**config.mk**
```make
export PLATFORM = sky130hd
export DESIGN_NAME = frequency_ordered_list_top
export DESIGN_NICKNAME = d
export VERILOG_FILES = /design/src/rtl/fol_pkg.sv /design/src/rtl/frequency_ordered_list_top.sv
export SDC_FILE = /design/constraint.sdc
export NUM_CORES = 1
export LEC_CHECK = 0
export BUFFER_PORTS_ARGS = -buffer_cell sky130_fd_sc_hd__buf_2
export CAP_MARGIN = 30
export CORE_MARGIN = 2
export CORE_UTILIZATION = 45
export CTS_BUF_LIST = sky130_fd_sc_hd__clkbuf_16
export DETAILED_ROUTE_END_ITERATION = 8
export GPL_ROUTABILITY_DRIVEN = 1
export HOLD_SLACK_MARGIN = 0.08
export PLACE_DENSITY = 0.72
export SLEW_MARGIN = 20
export SYNTH_ARGS = -nofsm -noshare
export SYNTH_HDL_FRONTEND = slang
export SYNTH_SLANG_ARGS = --single-unit
```
**constraint.sdc**
```tcl
create_clock -name clk_i -period 6.4 [get_ports clk_i]
set_clock_uncertainty 0.1 [all_clocks]
set_input_delay 0.64 -clock clk_i [delete_from_list [all_inputs] [get_ports clk_i]]
set_output_delay 0.64 -clock clk_i [all_outputs]
set_load 0.02 [all_outputs]
```
**src/rtl/fol_pkg.sv**
```systemverilog
`timescale 1ns / 1ps

package fol_pkg;

  localparam int ValueW = 32;
  localparam int CountW = 16;
  localparam int PosW   = 4;

  localparam logic [CountW-1:0] COUNT_MAX = {CountW{1'b1}};

  // item kinds
  localparam logic [1:0] OP_LOAD   = 2'd0;
  localparam logic [1:0] OP_LOCATE = 2'd1;
  localparam logic [1:0] OP_READ   = 2'd2;

  // result status codes
  localparam logic [1:0] ST_OK       = 2'd0;
  localparam logic [1:0] ST_NOTFOUND = 2'd1;
  localparam logic [1:0] ST_FULL     = 2'd2;
  localparam logic [1:0] ST_BADINDEX = 2'd3;

  typedef struct packed {
    logic [1:0]               status;
    logic [PosW-1:0]          position;
    logic signed [ValueW-1:0] entry_value;
    logic [CountW-1:0]        entry_count;
  } res_t;

endpackage

```
**src/rtl/frequency_ordered_list_top.sv**
```systemverilog
`timescale 1ns / 1ps

// Frequency-ordered table of up to DEPTH signed 32-bit values, each with a
// saturating 16-bit access count, held in one single-port-read /
// single-port-write memory with a registered read. One item is worked
// at a time; the finished result sits in an output register so the next item
// is taken while it waits. A locate walks the memory from the front, one
// entry per cycle, until a hit or the fill count. On a hit it walks back past
// every earlier entry whose count is not above the new count (each step reads
// the next earlier entry while the entry behind it is written one slot down).
// The memory read port sets this pace. No clearing pass is needed after
// reset: only entries below the fill count are ever used.
module frequency_ordered_list_top #(
  parameter int DEPTH = 16
) (
  input  logic        clk_i,
  input  logic        rst_ni,
  input  logic        s_axis_tvalid,
  output logic        s_axis_tready,
  // [31:0] value, [35:32] index, [39:36] zero
  input  logic [39:0] s_axis_tdata,
  // [1:0] opcode
  input  logic [1:0]  s_axis_tuser,
  output logic        m_axis_tvalid,
  input  logic        m_axis_tready,
  // [3:0] position, [35:4] entry_value, [51:36] entry_count, [55:52] zero
  output logic [55:0] m_axis_tdata,
  // [1:0] status
  output logic [1:0]  m_axis_tuser
);

  localparam int AW   = $clog2(DEPTH);
  localparam int TW   = AW + 1;
  localparam int CMPW = (TW > fol_pkg::PosW) ? TW : fol_pkg::PosW;
  localparam int WW   = fol_pkg::ValueW + fol_pkg::CountW;

  localparam logic [2:0] S_IDLE   = 3'd0;
  localparam logic [2:0] S_SEARCH = 3'd1;
  localparam logic [2:0] S_WALK   = 3'd2;
  localparam logic [2:0] S_PLACE  = 3'd3;
  localparam logic [2:0] S_RDWAIT = 3'd4;
  localparam logic [2:0] S_DONE   = 3'd5;

  function automatic logic [fol_pkg::PosW-1:0] pos4(logic [AW-1:0] p);
    logic [CMPW-1:0] e;
    e = CMPW'(p);
    return e[fol_pkg::PosW-1:0];
  endfunction

  // entry word: {value, count}
  logic [WW-1:0] mem_q [DEPTH];
  logic [WW-1:0] rdata_q;

  logic [2:0]  state_q, state_d;
  logic [TW-1:0] total_q, total_d;
  logic [AW-1:0] ptr_q, ptr_d;
  logic signed [fol_pkg::ValueW-1:0] val_q, val_d;
  logic [fol_pkg::CountW-1:0] cnt_q, cnt_d;
  fol_pkg::res_t res_q, res_d;
  fol_pkg::res_t out_q, out_d;
  logic out_valid_q, out_valid_d;

  logic          mem_we;
  logic [AW-1:0] mem_wa;
  logic [WW-1:0] mem_wd;
  logic [AW-1:0] rd_addr;

  logic in_fire;
  logic out_free;
  logic [1:0] in_op;
  logic signed [fol_pkg::ValueW-1:0] in_value;
  logic [CMPW-1:0] idx_ext;
  logic signed [fol_pkg::ValueW-1:0] rd_val;
  logic [fol_pkg::CountW-1:0] rd_cnt;
  logic [fol_pkg::CountW-1:0] cnt_inc;
  logic [TW-1:0] next_ptr;

  assign s_axis_tready = (state_q == S_IDLE);
  assign in_fire  = s_axis_tvalid && s_axis_tready;
  assign out_free = !out_valid_q || m_axis_tready;

  assign in_op    = s_axis_tuser;
  assign in_value = s_axis_tdata[31:0];
  assign idx_ext  = CMPW'(s_axis_tdata[35:32]);

  assign rd_val  = rdata_q[WW-1:fol_pkg::CountW];
  assign rd_cnt  = rdata_q[fol_pkg::CountW-1:0];
  assign cnt_inc = (rd_cnt == fol_pkg::COUNT_MAX) ? rd_cnt : rd_cnt + 1'b1;
  assign next_ptr = TW'(ptr_q) + 1'b1;

  always_comb begin
    state_d     = state_q;
    total_d     = total_q;
    ptr_d       = ptr_q;
    val_d       = val_q;
    cnt_d       = cnt_q;
    res_d       = res_q;
    out_d       = out_q;
    out_valid_d = out_valid_q;
    mem_we      = 1'b0;
    mem_wa      = ptr_q;
    mem_wd      = {val_q, cnt_q};
    rd_addr     = ptr_q;

    if (out_valid_q && m_axis_tready) begin
      out_valid_d = 1'b0;
    end

    case (state_q)
      S_IDLE: begin
        if (in_fire) begin
          val_d   = in_value;
          state_d = S_DONE;
          case (in_op)
            fol_pkg::OP_LOAD: begin
              if (total_q == TW'(DEPTH)) begin
                res_d = '{fol_pkg::ST_FULL, '0, '0, '0};
              end else begin
                mem_we  = 1'b1;
                mem_wa  = total_q[AW-1:0];
                mem_wd  = {in_value, {fol_pkg::CountW{1'b0}}};
                res_d   = '{fol_pkg::ST_OK, pos4(total_q[AW-1:0]), in_value, '0};
                total_d = total_q + 1'b1;
              end
            end
            fol_pkg::OP_LOCATE: begin
              if (total_q == '0) begin
                res_d = '{fol_pkg::ST_NOTFOUND, '0, '0, '0};
              end else begin
                ptr_d   = '0;
                rd_addr = '0;
                state_d = S_SEARCH;
              end
            end
            fol_pkg::OP_READ: begin
              if (idx_ext >= CMPW'(total_q)) begin
                res_d = '{fol_pkg::ST_BADINDEX, '0, '0, '0};
              end else begin
                ptr_d   = idx_ext[AW-1:0];
                rd_addr = idx_ext[AW-1:0];
                state_d = S_RDWAIT;
              end
            end
            default: begin
              res_d = '{fol_pkg::ST_OK, '0, '0, '0};
            end
          endcase
        end
      end

      // data for ptr_q is in rdata_q; issue the next read each cycle
      S_SEARCH: begin
        if (rd_val == val_q) begin
          cnt_d = cnt_inc;
          if (ptr_q == '0) begin
            state_d = S_PLACE;
          end else begin
            rd_addr = ptr_q - 1'b1;
            state_d = S_WALK;
          end
        end else if (next_ptr < total_q) begin
          ptr_d   = next_ptr[AW-1:0];
          rd_addr = next_ptr[AW-1:0];
        end else begin
          res_d   = '{fol_pkg::ST_NOTFOUND, '0, '0, '0};
          state_d = S_DONE;
        end
      end

      // rdata_q holds entry ptr_q-1; shift it down or settle at ptr_q
      S_WALK: begin
        mem_we = 1'b1;
        mem_wa = ptr_q;
        if (rd_cnt <= cnt_q) begin
          mem_wd = rdata_q;
          ptr_d  = ptr_q - 1'b1;
          if (ptr_q == AW'(1)) begin
            state_d = S_PLACE;
          end else begin
            rd_addr = ptr_q - AW'(2);
          end
        end else begin
          res_d   = '{fol_pkg::ST_OK, pos4(ptr_q), val_q, cnt_q};
          state_d = S_DONE;
        end
      end

      S_PLACE: begin
        mem_we  = 1'b1;
        res_d   = '{fol_pkg::ST_OK, pos4(ptr_q), val_q, cnt_q};
        state_d = S_DONE;
      end

      S_RDWAIT: begin
        res_d   = '{fol_pkg::ST_OK, pos4(ptr_q), rd_val, rd_cnt};
        state_d = S_DONE;
      end

      S_DONE: begin
        if (out_free) begin
          out_d       = res_q;
          out_valid_d = 1'b1;
          state_d     = S_IDLE;
        end
      end

      default: begin
        state_d = S_IDLE;
      end
    endcase
  end

  // table memory: one write, one registered read per cycle
  always_ff @(posedge clk_i) begin
    if (mem_we) begin
      mem_q[mem_wa] <= mem_wd;
    end
    rdata_q <= mem_q[rd_addr];
  end

  always_ff @(posedge clk_i or negedge rst_ni) begin
    if (!rst_ni) begin
      state_q     <= S_IDLE;
      total_q     <= '0;
      out_valid_q <= 1'b0;
    end else begin
      state_q     <= state_d;
      total_q     <= total_d;
      out_valid_q <= out_valid_d;
    end
  end

  // payload: no reset
  always_ff @(posedge clk_i) begin
    ptr_q <= ptr_d;
    val_q <= val_d;
    cnt_q <= cnt_d;
    res_q <= res_d;
    out_q <= out_d;
  end

  assign m_axis_tvalid = out_valid_q;
  assign m_axis_tuser  = out_q.status;
  assign m_axis_tdata  = {4'b0000, out_q.entry_count, out_q.entry_value, out_q.position};

endmodule

```
==> results.md, run 1 <==
- In this run the horizontal extent of the chip is 300 µm.
- The worst vdd rail ir drop is 708 µV.
- The most common cell after layout, fill and taps aside is sky130_fd_sc_hd__edfxtp_1.
- The pin count of the biggest net entering global routing is 94.
- In this run the vertical extent of the chip is 300 µm.
- The final period demand of the worst path is 5.25 ns.
- Along the worst path, the maximum fanout reaches 23.
- The areal power density over the cells is 536 nW/µm².
- In the finished design, the share of the clock period the worst path needs comes to 0.821.
- Of the total synthesized cell area, the portion taken by XOR and XNOR cells is 0.0115.
- The synthesis-stage register bit count is 985.
- The dominant register cell in the synthesized netlist is sky130_fd_sc_hd__edfxtp_1.
- The netlist area before placement is 39500 µm².
- The layout-stage area growth over the synthesis result is 13.5%.
- TritonCTS created 90 clock buffers.
- The reported leakage power is 16.8 nW.
- The critical path is of the register to register type.
- Summed over all layers, the routed wires come to 95.6 mm.
- The share of synthesized cell area in full adder, half adder and majority cells is 0.0117.
- The post-synthesis cell count is 2377.
- Measured in cells, the most critical reg-to-reg path has a length of 14.
- The total of endpoints with negative setup slack in the final report is 0.
- After detailed routing, the number of remaining DRC violations is 1.
- Data arrives at the worst endpoint at 5.66 ns.
- The required time of the critical path is 6.81 ns.
- After clock tree synthesis, the clock-pin slew on the worst setup and hold paths is 0.07 ns.
- The global placement routability congestion is 0.897.
- The number of filler instances in the final layout is 6809.
- The number of different library cells used by synthesis comes to 68.
- The worst slack after detailed placement is 1.21 ns.
- The total number of yosys warnings is 0.
- In the global route stage, overall resource usage came out at 0.209.
- The clock latency on the worst-skew pair is 0.66 ns.
- The maximum frequency from static timing analysis is 190 MHz.
- The number of antenna violations at the first check in global routing was 3.
- The final reports fail on DRC.
- The average detailed-routed wire length per instance is 25.7 µm.
- After routing, the total negative slack on setup checks comes to 0 ns.
- The number of global-route vias before repair is 21800.
- The number of max-slew violations in the final report is 0.
- The post-synthesis share of cell area spent on and, or, nand and nor gates is 0.0401.
- The level count of the clock H-tree is 3.
- Once detail routing completed, the nets flagged for antenna violations numbered 0.
- The tightest hold path in the finished design has a slack of 0.0984 ns.
- Setup slack on the critical path of the routed design comes to 1.15 ns.
- The master cell of the clock root buffer is sky130_fd_sc_hd__clkbuf_16.
- The HPWL after detailed placement is 52.7 mm.
- The cell area after layout is 44800 µm².
- Setup repair after global routing left no endpoint under its margin.
- The initial utilization of the core area, before any placement, comes to 0.454.
- The count of pins on the block boundary is 106.
- CTS saw 985 sinks.
- Of the cells placed in the final design, the portion with a size suffix greater than 1 is 0.147.
- The library cells used most frequently in the layout, excluding fill and tap cells, are sky130_fd_sc_hd__edfxtp_1, sky130_fd_sc_hd__mux2i_1, sky130_fd_sc_hd__o22ai_1, sky130_fd_sc_hd__inv_1, sky130_fd_sc_hd__buf_2.
- The net count of the finished layout is 2572.
- The first-pass GRT wire length is 140 mm.
- The count of hold-fix buffers inserted at cts is 6.
- The count of buffers added on input and output ports is 97.
- The flow ran to the end, but the final reports show violations.
- The kind of launch point of the worst setup path is a register.
- The post-layout utilization of the core is 0.515.
- STA classifies the critical path endpoint as a register.
- The class of the worst hold path is input port to register.
- The slew at the pin closest to its max-slew limit is 1.04 ns.
- TritonCTS built the clock tree.
- The leftover overflow at the end of global routing is 0.
- Summing over every cut layer, the via total after detailed routing is 22200.
- The post-cts gate resize count is 0.
- Max-cap violations in this run came to 0.
- The die covers 90100 µm².
- The region available for standard cell placement spans 86900 µm².
- Counting along the longest clock path gives a buffer depth of 3.
- In this run the mean area of a mapped cell was 16.6 µm².
- The first TritonRoute pass finished after 9 iterations.
- In the routed layout, each cell is associated on average with a via count of 5.96.
- By area, the combinational part of the netlist is dominated by multiplexers.
- The compound-gate portion of the synthesized area is 0.0732.
- The cell area after placement is 41700 µm².
- The number of hold violations in the final report is 0.
- The async set or reset register ratio after synthesis is 0.00914.
- The row count is 108.
- In this run the tightest slew margin relative to its limit is 0.303.
- The share of the Yosys chip area taken by registers is 0.736.
- The mux share of post-synthesis cell area is 0.100.
- The number of cells traversed by the worst hold path is 2.
- The number of synthesized flops with an enable pin is 928.
- The buffers inserted during post-CTS setup optimization is 0.
- For this block, the initial DRC count from the detailed router was 3047.
## sequential cells by signal (all words and copies together), names as in the netlist
name and flops:
m_axis_tuser 2, res_q 54, mem_q 768, cnt_q 16, m_axis_tdata 52, total_q 5, m_axis_tvalid 1, val_q 32
state_q 3, ptr_q 4, rdata_q 48
## routing by layer
metal / GRT usage / share of wire / up-vias
met5: 0 / 0.00014 / -
met4: 0.0801 / 0.032 / 2
met3: 0.0335 / 0.087 / 182
met2: 0.352 / 0.49 / 1149
met1: 0.274 / 0.39 / 11200
li1: - / - / 9634
## path summary, 6_finish.rpt
kind | startpoint | endpoint | slack (ns)
setup reg to reg | ptr_q[1] | rdata_q[24] | 1.15
max in group asynchronous | rst_ni | state_q[0] | 5.70
setup / recovery | ptr_q[1] | rdata_q[24] | 1.15
hold reg to reg | res_q[46] | m_axis_tdata[34] | 0.32
min in group asynchronous | rst_ni | total_q[4] | 0.28
hold / removal | m_axis_tready | m_axis_tvalid | 0.1
## worst max-delay path, cell delays in order, from the launching register on
cell and delay (ns):
sky130_fd_sc_hd__edfxtp_1 0.68, sky130_fd_sc_hd__inv_1 0.32, sky130_fd_sc_hd__ha_1 0.49, sky130_fd_sc_hd__ha_1 0.27, sky130_fd_sc_hd__a21boi_1 0.12, sky130_fd_sc_hd__o2111a_1 0.30
sky130_fd_sc_hd__o31a_1 0.33, sky130_fd_sc_hd__o22ai_1 0.14, sky130_fd_sc_hd__a21oi_1 0.12, sky130_fd_sc_hd__nor4_2 0.51, sky130_fd_sc_hd__nand2b_1 0.19, sky130_fd_sc_hd__or2_2 0.53
sky130_fd_sc_hd__buf_12 0.31, sky130_fd_sc_hd__o22ai_1 0.12, sky130_fd_sc_hd__or4_1 0.55
## synth_stat cells, types with 3 or more instances
master,count,share of area
sky130_fd_sc_hd__ha_1,37,0.012
sky130_fd_sc_hd__or3_1,5,0.00079
sky130_fd_sc_hd__o211a_1,48,0.012
sky130_fd_sc_hd__mux2_2,49,0.014
sky130_fd_sc_hd__xor2_1,37,0.0082
sky130_fd_sc_hd__nor2_1,39,0.0037
sky130_fd_sc_hd__or4_1,48,0.0091
sky130_fd_sc_hd__buf_2,54,0.0069
sky130_fd_sc_hd__nand4_1,11,0.0017
sky130_fd_sc_hd__and2_1,8,0.0013
sky130_fd_sc_hd__a31oi_1,7,0.0011
sky130_fd_sc_hd__xnor2_1,15,0.0033
sky130_fd_sc_hd__buf_6,3,0.00086
sky130_fd_sc_hd__clkbuf_1,61,0.0058
sky130_fd_sc_hd__nand3_1,14,0.0018
sky130_fd_sc_hd__or2_1,3,0.00048
sky130_fd_sc_hd__a222oi_1,63,0.016
sky130_fd_sc_hd__nor3b_1,3,0.00057
sky130_fd_sc_hd__a211oi_1,4,0.00076
sky130_fd_sc_hd__edfxtp_1,928,0.71
sky130_fd_sc_hd__nor2b_1,7,0.0011
sky130_fd_sc_hd__mux2i_1,339,0.086
sky130_fd_sc_hd__o211ai_1,3,0.00057
sky130_fd_sc_hd__and4_1,3,0.00067
sky130_fd_sc_hd__nand2b_1,9,0.0014
sky130_fd_sc_hd__nor3_1,14,0.0018
sky130_fd_sc_hd__buf_1,6,0.00057
sky130_fd_sc_hd__buf_4,18,0.0034
sky130_fd_sc_hd__dfrtp_1,9,0.0057
sky130_fd_sc_hd__o21a_1,3,0.00057
sky130_fd_sc_hd__a22o_1,21,0.0047
sky130_fd_sc_hd__a21o_1,5,0.00095
sky130_fd_sc_hd__and3_1,5,0.00079
sky130_fd_sc_hd__a21oi_1,24,0.0030
sky130_fd_sc_hd__inv_1,99,0.0094
sky130_fd_sc_hd__dfxtp_1,48,0.024
sky130_fd_sc_hd__nor4_1,12,0.0019
sky130_fd_sc_hd__nand2_1,96,0.0091
sky130_fd_sc_hd__o21ai_0,32,0.0041
sky130_fd_sc_hd__nand3b_1,3,0.00057
sky130_fd_sc_hd__o22ai_1,148,0.023
## metrics by stage
stage | std cells | total power, mW
floorplan | 2380 | 15.9
global placement | 3541 | 18.3
detailed placement | 3544 | 18.6
CTS | 3717 | 24.0
global route | 3721 | 25.1
finish | 3721 | 24.0
## cell families (layout without fill, tap and decap cells)
logic type / count (synthesis) / count (layout)
AO/OA/AOI/OAI: 382 / 382
XOR/XNOR: 52 / 52
adder cells (fa/ha/maj): 37 / 37
buffers and inverters: 241 / 425
flip-flops: 985 / 985
multiplexers: 388 / 388
other: 1 / 6
AND/OR/NAND/NOR: 291 / 291
## where the power goes
| group | switching (mW) | internal [mW] |
|---|---|---|
| Combinational | 5.79 | 3.75 |
| Clock | 2.31 | 3.15 |
| Sequential | 0.545 | 8.47 |
| Total | 8.64 | 15.4 |
## final cells by class
class                      count  area, µm²  area share
antenna                        2       5.00    0.000112
clock buffer                  92       2300      0.0514
clock inverter                75        718      0.0160
inverter                      99        372     0.00830
multi-input combinational   1154       9550       0.213
sequential                   985      29100       0.649
tap                         1155       1450      0.0323
timing repair buffer         159       1350      0.0301
No activity file was read; power rests on OpenSTA's default activity.
==> run 2: changes to the inputs <==
--- a/config.mk
+++ b/config.mk
@@ -5,6 +5,7 @@
 export SDC_FILE = /design/constraint.sdc
 export NUM_CORES = 1
 export LEC_CHECK = 0
+export ABC_AREA = 1
 export BUFFER_PORTS_ARGS = -buffer_cell sky130_fd_sc_hd__buf_2
 export CAP_MARGIN = 30
 export CORE_MARGIN = 2
==> constraint.sdc (replaced) <==
create_clock -name clk_i -period 4.4 [get_ports clk_i]
set_clock_uncertainty 0.1 [all_clocks]
set_input_delay 0.44 -clock clk_i [delete_from_list [all_inputs] [get_ports clk_i]]
set_output_delay 0.44 -clock clk_i [all_outputs]
set_load 0.02 [all_outputs]
==> results.md, run 2 <==
- The net count of the finished layout is 4586.
- Buffers placed on the I/O ports in this run total 97.
- The first TritonRoute pass finished after 5 iterations.
- Clock tree synthesis found a total of 985 sinks.
- After clock tree synthesis, the clock-pin slew on the worst setup and hold paths is 0.06 ns.
- The kind of launch point of the worst setup path is a register.
- The total wire length after detailed routing is 114 mm.
- The run finished with clean final reports.
- Static timing analysis puts the maximum clock frequency at 251 MHz.
- Yosys attributes the largest share of cell area to sky130_fd_sc_hd__edfxtp_1, sky130_fd_sc_hd__nand2_1, sky130_fd_sc_hd__nand3b_1.
- The worst pin sits at a relative slew slack of 0.318.
- In this run the worst hold path is classified as input port to register.
- The final period demand of the worst path is 3.98 ns.
- The worst hold slack is 0.214 ns.
- The die width is 319 µm.
- The post-synthesis cell count is 4345.
- The number of setup buffers added after CTS is 0.
- The worst slack after detailed placement is 0.520 ns.
- The overall fraction of global-route tracks in use is 0.221.
- The initial utilization of the core area, before any placement, comes to 0.454.
- The most frequently used cell type in the post-synthesis netlist is sky130_fd_sc_hd__nand2_1.
- After synthesis the cells add up to 44700 µm².
- The clock latency on the worst-skew pair is 0.67 ns.
- In this run the count of I/O pins placed on the die edge is 106.
- The Yosys step of the flow raised 0 warnings.
- The die is 319 µm tall.
- At the end of the flow the core is filled with cells to 0.517.
- Yosys mapped a number of flops with a built-in enable equal to 928.
- The share of synthesized area in the top cell type comes to 0.624.
- Across all layers, the routed design uses 31300 vias.
- The cell sitting at the root of the clock tree is a sky130_fd_sc_hd__clkbuf_16.
- After detailed routing, the number of remaining DRC violations is 0.
- The number of antenna violations at the first check in global routing is 3.
- In the final layout, the share of cells above drive strength 1 is 0.0963.
- Ranked by instance count, the synthesized netlist is headed by sky130_fd_sc_hd__nand2_1, sky130_fd_sc_hd__edfxtp_1, sky130_fd_sc_hd__inv_1.
- The setup TNS is 0 ns.
- The register with the most flip-flops in the final layout is mem_q.
- Counting distinct cell types in the post-synthesis netlist gives 45.
- The number of routed nets with antenna violations is 0.
- For the pin with the worst max-slew slack, the measured transition is 1.02 ns.
- The async set or reset register ratio after synthesis is 0.00914.
- The total CTS buffers is 94.
- The HPWL after detailed placement is 65.9 mm.
- Setup repair after global routing left no endpoint under its margin.
- The part of the Yosys area used for sequential elements is 0.650.
- The number of hold violations in the final report was 0.
- The number of global-route vias before repair came to 29800.
- After global routing the overflow that remains totals 0.
- The endpoint type of the worst setup path is a register.
- The first global-routing pass estimated 174 mm of wire.
- The critical path start-end classification is register to register.
- The layout-stage area growth over the synthesis result is 13.8%.
- The floorplan step defined a die boundary enclosing 102000 µm².
- In the finished design, the share of the clock period the worst path needs comes to 0.905.
- The largest area contributor in the netlist is sky130_fd_sc_hd__edfxtp_1.
- The number of flip-flops in the largest register is 768.
- The final worst setup slack is 0.420 ns.
- In the synthesized netlist the dominant register cell turns out to be sky130_fd_sc_hd__edfxtp_1.
- The synthesized area per cell is 10.3 µm².
- Leaving out fill and tap cells, the most frequent cell in the layout is sky130_fd_sc_hd__nand2_1.
- In the final routed layout, each cell accounts on average for 19.4 µm.
- The row count is 115.
- The total of endpoints with negative setup slack in the final report is 0.
- In this run the worst path has a maximum fanout of 75.
- 0 antenna diodes ended up in the layout.
- The level count of the clock H-tree is 3.
- The clock passes through at most 3 buffers.
- The detailed router finished its first iteration with 3249 violations.
- In this run, synthesis produced a sequential element count of 985.
- STA puts the critical path data required time at 4.83 ns.
- In the layout the commonest cells are sky130_fd_sc_hd__nand2_1, sky130_fd_sc_hd__edfxtp_1, sky130_fd_sc_hd__inv_1, sky130_fd_sc_hd__nand3_1, sky130_fd_sc_hd__nand3b_1.
- The floorplan step defined a core boundary enclosing 98400 µm².
- The pin count of the biggest net entering global routing is 111.
- The arrival time at the worst endpoint is 4.41 ns.
- The number of max-cap violations is 0.
- TritonCTS built the clock tree.
- The number of max-slew violations in the final report is 0.
- Counting the fill cells in the layout gives 8343.
- At the end of routability-driven placement, the weighted congestion stood at 0.910.
- Dividing the detail-routed via count by the number of cells gives 5.34.
run 2: cell count changes in the layout (fill, tap and decap cells not counted), sizes merged, moves of 49 or more:
cell | previous run | this run
a222oi | 63 | 0
buf | 153 | 260
inv | 116 | 571
mux2 | 49 | 0
mux2i | 339 | 0
nand2 | 97 | 1503
nand3 | 14 | 403
nand3b | 3 | 288
o221ai | 0 | 51
o22ai | 148 | 37
run 2: per-layer routing:
metal,share of wire,track usage
met5,0,0
met4,0.029,0.0801
met3,0.094,0.0351
met2,0.47,0.362
met1,0.41,0.299
run 2: repair_timing:
item / 4_1_cts / 5_1_grt
hold endpoints to repair: 58 / 0
resized for setup: 0 / 0
hold buffers: 35 / 0
run 2: cells by family (layout without fill, tap and decap cells):
| kind of cell | after synthesis | count (layout) | share of synthesized area |
|---|---|---|---|
| xor gates and xnor gates | 36 | 36 | 0.00706 |
| adders and majority gates | 37 | 37 | 0.0104 |
| and+or+nand+nor | 2295 | 2295 | 0.231 |
| other | 1 | 4 | 0.0000839 |
| buffers and inverters | 783 | 1015 | 0.0708 |
| DFF | 985 | 985 | 0.650 |
| AOI/OAI and AO/OA | 208 | 208 | 0.0307 |
run 2: worst paths after layout:
path	cells after the start	slack, ns	endpoint	from
worst max-delay path	20	0.42	rdata_q[14]	ptr_q[0]
worst min-delay path	4	0.21	res_q[53]	s_axis_tuser[0]
worst max register to register	20	0.42	rdata_q[14]	ptr_q[0]
worst min register to register	0	0.31	m_axis_tdata[49]	res_q[13]
max in group asynchronous	3	3.18	total_q[3]	rst_ni
min in group asynchronous	3	0.70	total_q[0]	rst_ni
run 2: metrics by stage:
| stage | instance area [µm²] | instances |
|---|---|---|
| after CTS | 50900 | 5867 |
| after floorplan | 44700 | 4348 |
| after global placement | 47600 | 5655 |
| after detailed placement | 47600 | 5659 |
| after global routing | 50900 | 5867 |
| final | 50900 | 5867 |
run 2: area by class of cell:
type / count / area, µm² / share of cell area
Clock buffer: 97 / 2430 / 0.0477
Clock inverter: 76 / 434 / 0.00854
Inverter: 547 / 2050 / 0.0404
Multi-Input combinational cell: 2580 / 12700 / 0.250
Sequential cell: 985 / 29100 / 0.571
Tap cell: 1287 / 1610 / 0.0317
Timing Repair Buffer: 295 / 2570 / 0.0506
run 2: critical path, cell delays in order (launching register included):
cell                       delay (ns)
sky130_fd_sc_hd__edfxtp_1        0.49
sky130_fd_sc_hd__ha_1            0.27
sky130_fd_sc_hd__xor2_1          0.21
sky130_fd_sc_hd__ha_1            0.28
sky130_fd_sc_hd__nand2_1         0.06
sky130_fd_sc_hd__inv_1           0.03
sky130_fd_sc_hd__o21bai_1        0.20
sky130_fd_sc_hd__nand3_1         0.23
sky130_fd_sc_hd__xor2_1          0.22
sky130_fd_sc_hd__nand2_1         0.10
sky130_fd_sc_hd__nand3_1         0.17
sky130_fd_sc_hd__nand2_8         0.23
sky130_fd_sc_hd__buf_12          0.30
sky130_fd_sc_hd__buf_4           0.25
sky130_fd_sc_hd__nand3b_1        0.10
sky130_fd_sc_hd__nand2_1         0.12
sky130_fd_sc_hd__nand2_1         0.05
sky130_fd_sc_hd__nand3_1         0.09
sky130_fd_sc_hd__nand2_1         0.05
sky130_fd_sc_hd__nand2_1         0.05
sky130_fd_sc_hd__nand2_1         0.11
Power of run 2 is not shown: default switching activity piles up to over one toggle a cycle in this logic, so the estimate is an artifact.
